### config.mk
export PLATFORM = sky130hd
export DESIGN_NAME = table_driven_dfa_matcher_unit
export DESIGN_NICKNAME = d
export VERILOG_FILES = /design/src/design/dfa_pkg.sv /design/src/design/dfa_col.sv /design/src/design/dfa_tbl.sv /design/src/design/table_driven_dfa_matcher_unit.sv
export SDC_FILE = /design/constraint.sdc
export NUM_CORES = 2
export LEC_CHECK = 0
export BUFFER_PORTS_ARGS = -buffer_cell sky130_fd_sc_hd__buf_2
export CAP_MARGIN = 20
export CORE_MARGIN = 8
export CORE_UTILIZATION = 35
export DETAILED_ROUTE_END_ITERATION = 10
export MAX_ROUTING_LAYER = met4
export SLEW_MARGIN = 10
export SYNTH_ARGS = -nofsm -noshare
export SYNTH_HDL_FRONTEND = slang
export SYNTH_SLANG_ARGS = --single-unit
### constraint.sdc
create_clock -name clk -period 28 [get_ports clk]
set_input_delay 5.6 -clock clk [delete_from_list [all_inputs] [get_ports clk]]
set_output_delay 5.6 -clock clk [all_outputs]
set_load 0.01 [all_outputs]
### src/design/dfa_pkg.sv
package dfa_pkg;

  // Default size of the automaton.
  localparam int DEF_NUM_STATES  = 64;
  localparam int DEF_NUM_SYMBOLS = 8;

  // Fixed field widths of the channels.
  localparam int CMD_W    = 2;
  localparam int ROW_W    = 6;
  localparam int COL_W    = 3;
  localparam int NEXT_W   = 6;
  localparam int BYTE_W   = 8;
  localparam int FSTATE_W = 6;
  localparam int IN_DATA_W  = 24;
  localparam int OUT_DATA_W = 8;

  // Configuration register widths and reset values.
  localparam int CFG_ADDR_W = 2;
  localparam int CFG_DATA_W = 64;
  localparam int START_W    = 6;
  localparam int MASK_W     = 64;
  localparam int COUNT_W    = 4;
  localparam int CHARS_W    = 64;
  localparam logic [START_W-1:0] START_RST = '0;
  localparam logic [MASK_W-1:0]  MASK_RST  = 64'h1;
  localparam logic [COUNT_W-1:0] COUNT_RST = 4'd2;
  localparam logic [CHARS_W-1:0] CHARS_RST = 64'h3130;

  typedef enum logic [CMD_W-1:0] {
    CMD_LOAD = 2'd0,
    CMD_SYM  = 2'd1,
    CMD_END  = 2'd2
  } cmd_t;

  typedef enum logic [CFG_ADDR_W-1:0] {
    REG_START = 2'd0,
    REG_MASK  = 2'd1,
    REG_COUNT = 2'd2,
    REG_CHARS = 2'd3
  } cfg_reg_t;

  typedef struct packed {
    logic                accepted;
    logic [FSTATE_W-1:0] final_state;
    logic                bad_symbol;
  } result_t;

endpackage

### src/design/dfa_col.sv
module dfa_col import dfa_pkg::*; #(
  parameter int NUM_SYMBOLS = DEF_NUM_SYMBOLS,
  parameter int SYM_W       = 3
) (
  input  logic [BYTE_W-1:0]  symbol_byte,
  input  logic [CHARS_W-1:0] symbol_chars,
  input  logic [COUNT_W-1:0] symbol_count,
  output logic               hit,
  output logic [SYM_W-1:0]   col
);

  // Scanning from the top down leaves the lowest matching column selected.
  always_comb begin
    hit = 1'b0;
    col = '0;
    for (int c = NUM_SYMBOLS - 1; c >= 0; c--) begin
      if ((COUNT_W'(c) < symbol_count) &&
          (symbol_chars[c*BYTE_W +: BYTE_W] == symbol_byte)) begin
        hit = 1'b1;
        col = SYM_W'(c);
      end
    end
  end

endmodule

### src/design/dfa_tbl.sv
module dfa_tbl import dfa_pkg::*; #(
  parameter int STATE_W    = 6,
  parameter int ADDR_W     = 9
) (
  input  logic               clk,
  input  logic               rst_n,
  input  logic               we,
  input  logic [ADDR_W-1:0]  waddr,
  input  logic [STATE_W-1:0] wdata,
  input  logic               re,
  input  logic [ADDR_W-1:0]  raddr,
  output logic [STATE_W-1:0] rdata,
  output logic               clr_busy
);

  localparam int DEPTH = 1 << ADDR_W;
  localparam logic [ADDR_W-1:0] LAST = ADDR_W'(DEPTH - 1);

  logic [STATE_W-1:0] mem [DEPTH];
  logic [STATE_W-1:0] rdata_r;
  logic               clr_busy_r, clr_busy_nxt;
  logic [ADDR_W-1:0]  clr_cnt_r, clr_cnt_nxt;

  // After reset every entry is swept to state zero, one per cycle.
  always_comb begin
    clr_busy_nxt = clr_busy_r;
    clr_cnt_nxt  = clr_cnt_r;
    if (clr_busy_r) begin
      clr_cnt_nxt = clr_cnt_r + 1'b1;
      if (clr_cnt_r == LAST) begin
        clr_busy_nxt = 1'b0;
      end
    end
  end

  always_ff @(posedge clk) begin
    if (!rst_n) begin
      clr_busy_r <= 1'b1;
      clr_cnt_r  <= '0;
    end else begin
      clr_busy_r <= clr_busy_nxt;
      clr_cnt_r  <= clr_cnt_nxt;
    end
  end

  always_ff @(posedge clk) begin
    if (clr_busy_r) begin
      mem[clr_cnt_r] <= '0;
    end else if (we) begin
      mem[waddr] <= wdata;
    end
  end

  always_ff @(posedge clk) begin
    if (re) begin
      rdata_r <= mem[raddr];
    end
  end

  assign rdata    = rdata_r;
  assign clr_busy = clr_busy_r;

endmodule

### src/design/table_driven_dfa_matcher_unit.sv
// Channel  | Direction | Transfer carries
// in_*     | input     | tuser: cmd; tdata: table_state, table_symbol, table_next, symbol_byte
// out_*    | output    | tdata: accepted, final_state, bad_symbol (end of string only)
// cfg_*    | input     | cfg_addr: register index; cfg_data: value; always ready
//
// One input transfer is taken every cycle while in_tready is high. The transition table
// read data is registered and feeds the next table address directly, so symbols chain at
// one per cycle while taken; an end-of-string result goes to the output register, or to the
// skid entry when that is full. After reset the table's 2^(state bits + column bits) entries
// (512 by default) are swept to zero with in_tready low; configuration writes are taken.
// Results sit in a two-entry buffer; after the sweep, in_tready drops only when both are full.
module table_driven_dfa_matcher_unit import dfa_pkg::*; #(
  parameter int NUM_STATES  = DEF_NUM_STATES,
  parameter int NUM_SYMBOLS = DEF_NUM_SYMBOLS
) (
  input  logic                  clk,
  input  logic                  rst_n,
  input  logic                  in_tvalid,
  output logic                  in_tready,
  // [5:0] table_state, [8:6] table_symbol, [14:9] table_next, [22:15] symbol_byte
  input  logic [IN_DATA_W-1:0]  in_tdata,
  // [1:0] cmd
  input  logic [CMD_W-1:0]      in_tuser,
  output logic                  out_tvalid,
  input  logic                  out_tready,
  // [0] accepted, [6:1] final_state, [7] bad_symbol
  output logic [OUT_DATA_W-1:0] out_tdata,
  input  logic                  cfg_valid,
  output logic                  cfg_ready,
  input  logic [CFG_ADDR_W-1:0] cfg_addr,
  input  logic [CFG_DATA_W-1:0] cfg_data
);

  localparam int STATE_W = $clog2(NUM_STATES);
  localparam int SYM_W   = (NUM_SYMBOLS > 1) ? $clog2(NUM_SYMBOLS) : 1;
  localparam int ADDR_W  = STATE_W + SYM_W;
  localparam logic [STATE_W-1:0] LAST_STATE = STATE_W'(NUM_STATES - 1);

  // Configuration registers.
  logic [START_W-1:0] start_r;
  logic [MASK_W-1:0]  mask_r;
  logic [COUNT_W-1:0] count_r;
  logic [CHARS_W-1:0] chars_r;

  assign cfg_ready = 1'b1;

  always_ff @(posedge clk) begin
    if (!rst_n) begin
      start_r <= START_RST;
      mask_r  <= MASK_RST;
      count_r <= COUNT_RST;
      chars_r <= CHARS_RST;
    end else if (cfg_valid) begin
      case (cfg_reg_t'(cfg_addr))
        REG_START: start_r <= cfg_data[START_W-1:0];
        REG_MASK:  mask_r  <= cfg_data[MASK_W-1:0];
        REG_COUNT: count_r <= cfg_data[COUNT_W-1:0];
        REG_CHARS: chars_r <= cfg_data[CHARS_W-1:0];
        default:   ;
      endcase
    end
  end

  // Input fields.
  cmd_t              cmd;
  logic [ROW_W-1:0]  f_row;
  logic [COL_W-1:0]  f_col;
  logic [NEXT_W-1:0] f_next;
  logic [BYTE_W-1:0] f_byte;

  assign cmd    = cmd_t'(in_tuser);
  assign f_row  = in_tdata[5:0];
  assign f_col  = in_tdata[8:6];
  assign f_next = in_tdata[14:9];
  assign f_byte = in_tdata[22:15];

  logic clr_busy;
  logic in_acc;
  logic skid_v_r, skid_v_nxt;
  logic res_v_r, res_v_nxt;
  result_t res_r, res_nxt, skid_r, skid_nxt, new_res;

  assign in_tready = !clr_busy && !skid_v_r;
  assign in_acc    = in_tvalid && in_tready;

  // Walk state: when pend_r is set the current state is the table read data.
  logic [STATE_W-1:0] state_r, state_nxt;
  logic               pend_r, pend_nxt;
  logic               instr_r, instr_nxt;
  logic               bad_r, bad_nxt;
  logic [STATE_W-1:0] rdata, cur, base, eff_start;
  logic               hit;
  logic [SYM_W-1:0]   col;
  logic               mem_we, mem_re;
  logic [ADDR_W-1:0]  waddr, raddr;
  logic [STATE_W-1:0] wdata;
  logic               load_ok;

  assign eff_start = ((START_W + 1)'(start_r) < (START_W + 1)'(NUM_STATES)) ?
                     start_r[STATE_W-1:0] : LAST_STATE;
  assign cur       = pend_r ? rdata : state_r;
  assign base      = instr_r ? cur : eff_start;

  dfa_col #(
    .NUM_SYMBOLS (NUM_SYMBOLS),
    .SYM_W       (SYM_W)
  ) u_col (
    .symbol_byte  (f_byte),
    .symbol_chars (chars_r),
    .symbol_count (count_r),
    .hit          (hit),
    .col          (col)
  );

  assign load_ok = ((ROW_W + 1)'(f_row) < (ROW_W + 1)'(NUM_STATES)) &&
                   ((COL_W + 1)'(f_col) < (COL_W + 1)'(NUM_SYMBOLS)) &&
                   ((NEXT_W + 1)'(f_next) < (NEXT_W + 1)'(NUM_STATES));
  assign mem_we  = in_acc && (cmd == CMD_LOAD) && load_ok;
  assign waddr   = {f_row[STATE_W-1:0], f_col[SYM_W-1:0]};
  assign wdata   = f_next[STATE_W-1:0];
  assign mem_re  = in_acc && (cmd == CMD_SYM) && hit;
  assign raddr   = {base, col};

  dfa_tbl #(
    .STATE_W    (STATE_W),
    .ADDR_W     (ADDR_W)
  ) u_tbl (
    .clk      (clk),
    .rst_n    (rst_n),
    .we       (mem_we),
    .waddr    (waddr),
    .wdata    (wdata),
    .re       (mem_re),
    .raddr    (raddr),
    .rdata    (rdata),
    .clr_busy (clr_busy)
  );

  always_comb begin
    state_nxt = cur;
    pend_nxt  = 1'b0;
    instr_nxt = instr_r;
    bad_nxt   = bad_r;
    new_res.final_state = FSTATE_W'(base);
    new_res.bad_symbol  = instr_r && bad_r;
    new_res.accepted    = mask_r[FSTATE_W'(base)] && !(instr_r && bad_r);
    if (in_acc) begin
      case (cmd)
        CMD_SYM: begin
          instr_nxt = 1'b1;
          bad_nxt   = (instr_r && bad_r) || !hit;
          state_nxt = base;
          pend_nxt  = hit;
        end
        CMD_END: begin
          instr_nxt = 1'b0;
          bad_nxt   = 1'b0;
          state_nxt = eff_start;
        end
        default: ;
      endcase
    end
  end

  always_ff @(posedge clk) begin
    if (!rst_n) begin
      state_r <= '0;
      pend_r  <= 1'b0;
      instr_r <= 1'b0;
      bad_r   <= 1'b0;
    end else begin
      state_r <= state_nxt;
      pend_r  <= pend_nxt;
      instr_r <= instr_nxt;
      bad_r   <= bad_nxt;
    end
  end

  // Two-entry result buffer: output register plus a skid entry behind it.
  logic push, pop;

  assign push = in_acc && (cmd == CMD_END);
  assign pop  = res_v_r && out_tready;

  always_comb begin
    res_v_nxt  = res_v_r;
    res_nxt    = res_r;
    skid_v_nxt = skid_v_r;
    skid_nxt   = skid_r;
    if (pop) begin
      if (skid_v_r) begin
        res_nxt    = skid_r;
        skid_v_nxt = push;
        skid_nxt   = new_res;
      end else if (push) begin
        res_nxt = new_res;
      end else begin
        res_v_nxt = 1'b0;
      end
    end else if (push) begin
      if (!res_v_r) begin
        res_v_nxt = 1'b1;
        res_nxt   = new_res;
      end else begin
        skid_v_nxt = 1'b1;
        skid_nxt   = new_res;
      end
    end
  end

  always_ff @(posedge clk) begin
    if (!rst_n) begin
      res_v_r  <= 1'b0;
      skid_v_r <= 1'b0;
    end else begin
      res_v_r  <= res_v_nxt;
      skid_v_r <= skid_v_nxt;
    end
  end

  always_ff @(posedge clk) begin
    res_r  <= res_nxt;
    skid_r <= skid_nxt;
  end

  assign out_tvalid = res_v_r;
  assign out_tdata  = {res_r.bad_symbol, res_r.final_state, res_r.accepted};

  // The table sweep must finish before any item is taken.
  a_no_item_in_clear: assert property (@(posedge clk) disable iff (!rst_n)
    clr_busy |-> !in_tready)
    else $error("input taken during table clear");

  // A pending table read only follows a symbol transfer.
  a_pend_after_sym: assert property (@(posedge clk) disable iff (!rst_n)
    $rose(pend_r) |-> $past(in_acc) && ($past(cmd) == CMD_SYM))
    else $error("pending read without symbol transfer");

  // The skid entry is used only behind a full output register.
  a_skid_behind_out: assert property (@(posedge clk) disable iff (!rst_n)
    skid_v_r |-> res_v_r)
    else $error("skid entry valid while output empty");

  // An end-of-string transfer always leaves a result waiting.
  a_end_gives_result: assert property (@(posedge clk) disable iff (!rst_n)
    push |=> out_tvalid)
    else $error("end of string gave no result");

endmodule

# ---- Word-level counts from Yosys, hierarchy flattened
# Memory sizes are Yosys's and may differ from the RTL's. A register that Yosys moved wholly into a read port is not among the register bits.
# Cells that the tools add are included.
dict set report word_totals {
  in_bits 97
  memories 1
  reg_bits 175
  ram_bits 3072
}
# name words word_bits read_ports rd_clocked_by_memory_dff write_ports line_no
set memory_table {}
lappend memory_table {u_tbl.mem 512 6 1 1 1 dfa_tbl.sv:19} ;# logic [STATE_W-1:0] mem [DEPTH];
dict set report classes {
  n_eq_ne 18
  n_addsub 1
  magnitude_cmp 9
  n_reduce_logical 39
  muxes 51
}
# op count
set ops {}
lappend ops {{8-bit 2-to-1 mux} 9}
lappend ops {{8-bit equality test} 8}
lappend ops {{1-bit 2-to-1 mux} 25}
lappend ops {{3-bit 2-to-1 mux} 8}
lappend ops {{6-bit 2-to-1 mux} 4}
lappend ops {{1-bit logical AND} 17}
lappend ops {{3-bit by 4-bit < comparator with 1-bit output (first input constant)} 4}
lappend ops {{6-bit case mux with 2 select lines} 1}
lappend ops {{2-bit AND reduction} 6}
lappend ops {{3-bit AND reduction} 4}
lappend ops {{9-bit by 1-bit adder with 9-bit output (second input constant)} 1}
lappend ops {{9-bit equality test (second input constant)} 1}
lappend ops {{9-bit 2-to-1 mux} 1}
lappend ops {{1-bit by 4-bit < comparator with 1-bit output (first input constant)} 2}
lappend ops {{2-bit by 4-bit < comparator with 1-bit output (first input constant)} 2}
lappend ops {{2-bit nonzero test} 4}
lappend ops {{6-bit by 7-bit < comparator with 1-bit output (second input constant)} 1}
lappend ops {{1-bit binary-select mux with 6-bit select} 1}
lappend ops {{2-bit equality test (second input constant)} 3}
lappend ops {{2-bit != test (second input constant)} 3}
lappend ops {{6-bit OR reduction} 1}
lappend ops {{2-bit by 1-bit equality test with 1-bit output (second input constant)} 2}
lappend ops {{1-bit logical NOT} 4}
lappend ops {{2-bit logical NOT} 2}
lappend ops {{other kinds (3)} 4}

# ---- Longest topological paths before layout
dict set report depth {
  ltp_word 13
  depth_mapped 20
  ltp_nobuf 12
}

# ---- Hierarchy
# A second synthesis with hierarchy kept.
dict set report hier_totals {
  hier_cells 7184
  area_unflattened_um2 129227.7
}
# module area_per_inst_um2 n_inst cells_each seq_area_each_um2
set modules_own_cells {}
lappend modules_own_cells {dfa_tbl 121594.1 1 6239 92628.8}
lappend modules_own_cells {table_driven_dfa_matcher_unit 6603.8 1 814 3463.3}
lappend modules_own_cells {dfa_col 1029.7 1 131 0.0}

# ---- Least setup slack after synthesis
# No wires, ideal clock.
dict set report synth_timing {
  path_type {input to register}
  start {input port in_tuser[0]}
  end {memory u_tbl.mem[0][0] (data pin)}
  required_ps 26463
  cell_stages 5
  arrival_time_ps 12694
  slack_ps 13769
  setup_ps 1537
  path_cell_list {inv_1 > ha_1 > and3_1 > clkbuf_1 > and2_1}
}
dict set report synth_via {
  elab_chain_cells 7
}
# element line_no
set synth_lines {}
lappend synth_lines {{from (decl)} table_driven_dfa_matcher_unit.sv:23} ;# input logic [CMD_W-1:0] in_tuser,
lappend synth_lines {{2-bit logical NOT} table_driven_dfa_matcher_unit.sv:118} ;# assign mem_we = in_acc && (cmd == CMD_LOAD) && load_ok;
lappend synth_lines {{1-bit logical AND} table_driven_dfa_matcher_unit.sv:118}
lappend synth_lines {{1-bit 2-to-1 mux} dfa_tbl.sv:49} ;# end else if (we) begin
lappend synth_lines {{1-bit 2-to-1 mux} dfa_tbl.sv:47} ;# if (clr_busy_r) begin
lappend synth_lines {{1-bit 2-to-1 mux (not written as such)} dfa_tbl.sv:50} ;# mem[waddr] <= wdata;
lappend synth_lines {{6-bit OR reduction (no source line)} -}
lappend synth_lines {{6-bit 2-to-1 mux (no source line)} -}
lappend synth_lines {{to (decl)} dfa_tbl.sv:19}
# No other way between the ends.

# ---- Worst setup path in the final report
dict set report layout_timing {
  start {input port in_tdata[21]}
  end {register u_tbl.rdata_r[2], in the netlist u_tbl.rdata[2] (read register of u_tbl.mem) (data pin)}
}
dict set report layout_via {
  elab_chain_cells 11
  word_cells_on_any_way 33
  classes_between {8 x eq/ne; 16 x mux; 9 x reduce/logical}
}
# element line_no
set layout_lines {}
lappend layout_lines {{from (decl)} table_driven_dfa_matcher_unit.sv:21} ;# input logic [IN_DATA_W-1:0] in_tdata,
lappend layout_lines {{8-bit equality test} dfa_col.sv:18} ;# (symbol_chars[c*BYTE_W +: BYTE_W] == symbol_byte)) begin
lappend layout_lines {{1-bit logical AND} dfa_col.sv:17} ;# if ((COUNT_W'(c) < symbol_count) &&
lappend layout_lines {{1-bit 2-to-1 mux (8 in series)} dfa_col.sv:17}
lappend layout_lines {{1-bit logical AND} table_driven_dfa_matcher_unit.sv:121} ;# assign mem_re = in_acc && (cmd == CMD_SYM) && hit;
lappend layout_lines {{to (decl)} dfa_tbl.sv:20} ;# logic [STATE_W-1:0] rdata_r;
# Several ways; a longest one is shown, not always the timed one.
# A chain may end at the register's enable or synchronous reset.

==> reports/summary.md <==
The die is 624 µm tall. The clock insertion delay at the later pin of the skew report is 0.87 ns. TritonCTS built the clock tree.

The area growth from synthesis to layout is 12.2%. Per report_power, the combinational group accounts for 1.7% of the total. Once placement finished, the instance area stood at 135000 µm². The tools report the total number of yosys warnings as 0. Counting every instance in the synthesized netlist gives 9718.

The count of port buffers added during placement is 105. The share of synthesized area in the top cell type comes to 71.8%. By area the synthesized netlist is led by edfxtp_1, nand2_1, nand3_1. Post-CTS timing repair inserted 0 buffers for setup.

The worst path uses 43.3% of the clock period. The mean post-synth cell area is 13.3 µm², and the core utilization of the finished layout is 39.4%. The die is 624 µm wide.

Cell internal power dissipation: 7.72 mW. The commonest register cell after synthesis is edfxtp_1. edfxtp_1 is the most common cell in the netlist. After routing the design area is 145000 µm². The logs give 9.67 mW for the total power and 11400 for the count of routing violations after the opening detailed-route iteration.

The synthesized design contains 3094 enable-type register cells. The tools report the worst slew slack as a fraction of its limit as 14.2%. The run gives 79953 as the via count of the first global-routing pass. By startpoint and endpoint, the worst setup path is classified as primary input to register. The first global-routing pass estimated 562000 µm of wire.

The final number of hold-violating endpoints was 0. For the switching power, the log shows 1.95 mW. The path class of the tightest hold or removal check is register to register.

Setup repair after global routing left no endpoint under its margin. Setup violations remaining at the end of the flow were counted as 0. The clock net in this run drives a total of 3253 sinks. Counting instances, the worst hold path has a depth of 2. The depth of the most critical reg-to-reg path was 18. The first-pass iteration count of the detailed router came out at 6. For this configuration, the core starts out at a cell density of 35.1%.

The count of state elements after synthesis was 3253; the total grt overflow was 0. Power spread over the standard cell area amounts to 66.6 nW/µm². In this run the clock root is driven by a clkbuf_16. For the final routed database, the setup TNS stands at 0 ns. The critical path data required time is 28.68 ns. No sink is reached through more buffers than the 4 on the longest clock path. Counting the fill cells in the layout gives 33840. The final layout contains routed wiring with a total length of 391000 µm. The logs give 369000 µm² for the area of the core region and 0 for the final routed DRC violation total. The run gives 0.0337 ns as the final clock skew. The run finished with clean final reports. Library cell occupying the most area in the post-synthesis netlist: edfxtp_1. Across the VDD grid, the largest voltage drop is 43.3 µV. Yosys mapped the design onto 78 distinct sky130hd cell types. The routability congestion estimate was 0.875. Detailed routing inserted a total of 83432 vias.

Once detail routing completed, the nets flagged for antenna violations numbered 0. The pin count of the biggest net entering global routing is 156. Sequential cells burn 54.4% of the power. In this run the worst path has a maximum fanout of 133. The die covers 390000 µm². The net count of the finished layout is 9767. For this design, the CTS-stage hold fixing added 0 buffers. In the final routed layout, each cell accounts on average for 26.3 µm.

The clock tree synthesis step divided the H-tree into 5 levels. Detailed placement finished with a half-perimeter wire length of 228000 µm. After floorplanning, the core was divided into 223 placement rows. Number of max-slew violations in the final report: 0. Timing would allow up to 0.0824 GHz. Counting instances in the post-synthesis netlist gives the leading cell types as edfxtp_1, nand2_1, nand3_1. Clock-pin slew was measured on the worst setup and hold paths at 0.06 ns.

The post-synthesis async set-or-reset flop share was 0%. The tools report the number of antenna violations at the first check in global routing as 30. Net switching is 20.2% of the power.

Cells with a size suffix above 1 make up 8.59% of the layout. STA classifies the critical path startpoint as a primary input. The run gives 12.81 ns as the arrival time at the worst endpoint.

For this design the top-level I/O count stands at 108. STA classifies the critical path endpoint as a register. At the pin with the least slew margin, the transition time is 1.28 ns. The worst path needs 12.13 ns of the cycle, external delays included. The mean number of vias per cell was 5.61; the number of buffers inserted during clock tree synthesis was 323.

After clock tree synthesis, the repair step resized 0 gates. Global routing used 19.8% of the available tracks across all layers. Clock network fraction of design power: 43.9%.

The tools report the number of nets in the synthesized netlist as 9820. In this run the cell area of the synthesized design comes to 129000 µm². Max-cap violations in this run came to 0.

The analysis attributes to cell leakage a power of 51.9 nW. Share of the yosys chip area belonging to registers: 74.2%.
==> power groups by stage <==
stage,combinational [mW],clock (mW),sequential [mW]
finish,0.161,4.25,5.26
global route,0.166,4.46,5.26
CTS,0.157,4.29,5.26
detailed placement,0.156,0,5.36
global placement,0.156,0,5.36
floorplan,0.0770,0,5.36
==> sequential cells by signal (all words and copies together) (netlist names), 4 cells and up <==
register,cells
out_tdata,8
u_tbl.clr_cnt_r,9
state_r,6
count_r,4
u_tbl.mem,3072
u_tbl.rdata,6
chars_r,64
skid_r,8
mask_r,64
eff_start,6
==> kinds of logic (layout without fill, tap and decap cells) <==
kind of cell | after synthesis | count (layout) | share of synthesized area (%)
AO/OA/AOI/OAI | 1246 | 1246 | 6.24
buffers and inverters | 696 | 885 | 2.44
flip-flops | 3253 | 3253 | 74.2
adder cells (fa/ha/maj) | 5 | 5 | 0.0483
AND/OR/NAND/NOR | 4052 | 4052 | 13.2
XOR/XNOR | 69 | 69 | 0.478
multiplexers | 396 | 396 | 3.36
other | 1 | 25 | 0.00290
==> per-layer routing <==
metal	vias up	track usage (%)	routed length (µm)
li1	35963	-	-
met1	42163	26.3	157000
met2	4580	30.3	180000
met3	726	4.08	40700
met4	0	6.59	13600
met5	-	-	0
==> critical path, cell delays in order <==
cell,delay [ns]
buf_2,0.36
xnor2_2,0.17
nand4_1,0.21
nor3_4,0.22
buf_4,0.54
a311oi_4,0.10
buf_4,0.27
a22oi_4,0.20
buf_4,0.53
buf_12,0.56
buf_4,0.67
buf_4,0.60
nand2_1,0.12
a31oi_1,0.18
a31oi_1,0.14
a311oi_1,1.03
nor4_1,0.30
or3_1,0.51
nand4_1,0.27
==> path summary, 6_finish.rpt <==
| kind | from | endpoint | slack (ns) |
|---|---|---|---|
| max | in_tdata[21] | u_tbl.rdata[2] | 15.87 |
| min | mask_r[6] | mask_r[6] | 0.45 |
| max reg2reg | count_r[3] | u_tbl.rdata[2] | 20.48 |
| min reg2reg | mask_r[6] | mask_r[6] | 0.45 |
==> per-stage QoR <==
step                hold slack [ns]  cells  setup slack, ns
floorplan                     0.433   9718            13.77
global placement              0.439  14282            15.21
detailed placement            0.447  14284            15.19
CTS                           0.455  14851            16.09
global route                  0.466  14871            15.76
finish                        0.453  14881            15.87
==> cell type report <==
type / instances / area, µm² / share of cell area (%)
timing repair buffer: 294 / 2150 / 1.48
antenna: 24 / 60.1 / 0.0413
sequential: 3253 / 96100 / 66.1
clock inverter: 167 / 1590 / 1.09
tap: 4950 / 6190 / 4.26
inverter: 24 / 97.6 / 0.0672
clock buffer: 400 / 8580 / 5.91
multi-input combinational: 5769 / 30500 / 21.0
==> cells in the final DEF (no fill, tap or decap), types with 42 or more instances in the layout <==
cell type and n:
mux2i_1 361, clkbuf_16 329, xnor2_1 42, dfxtp_1 159, a31oi_1 284, clkinv_2 51
a21oi_1 398, nor2_1 620, a32oi_1 68, buf_4 170, nand3_1 728, a22oi_1 99
o21ai_0 81, clkinv_1 58, edfxtp_1 3094, nor3_1 100, nand2_1 2282, buf_2 107
clkbuf_1 62, a211oi_1 56, nand4_1 160
(Power assumes the default switching activity.)
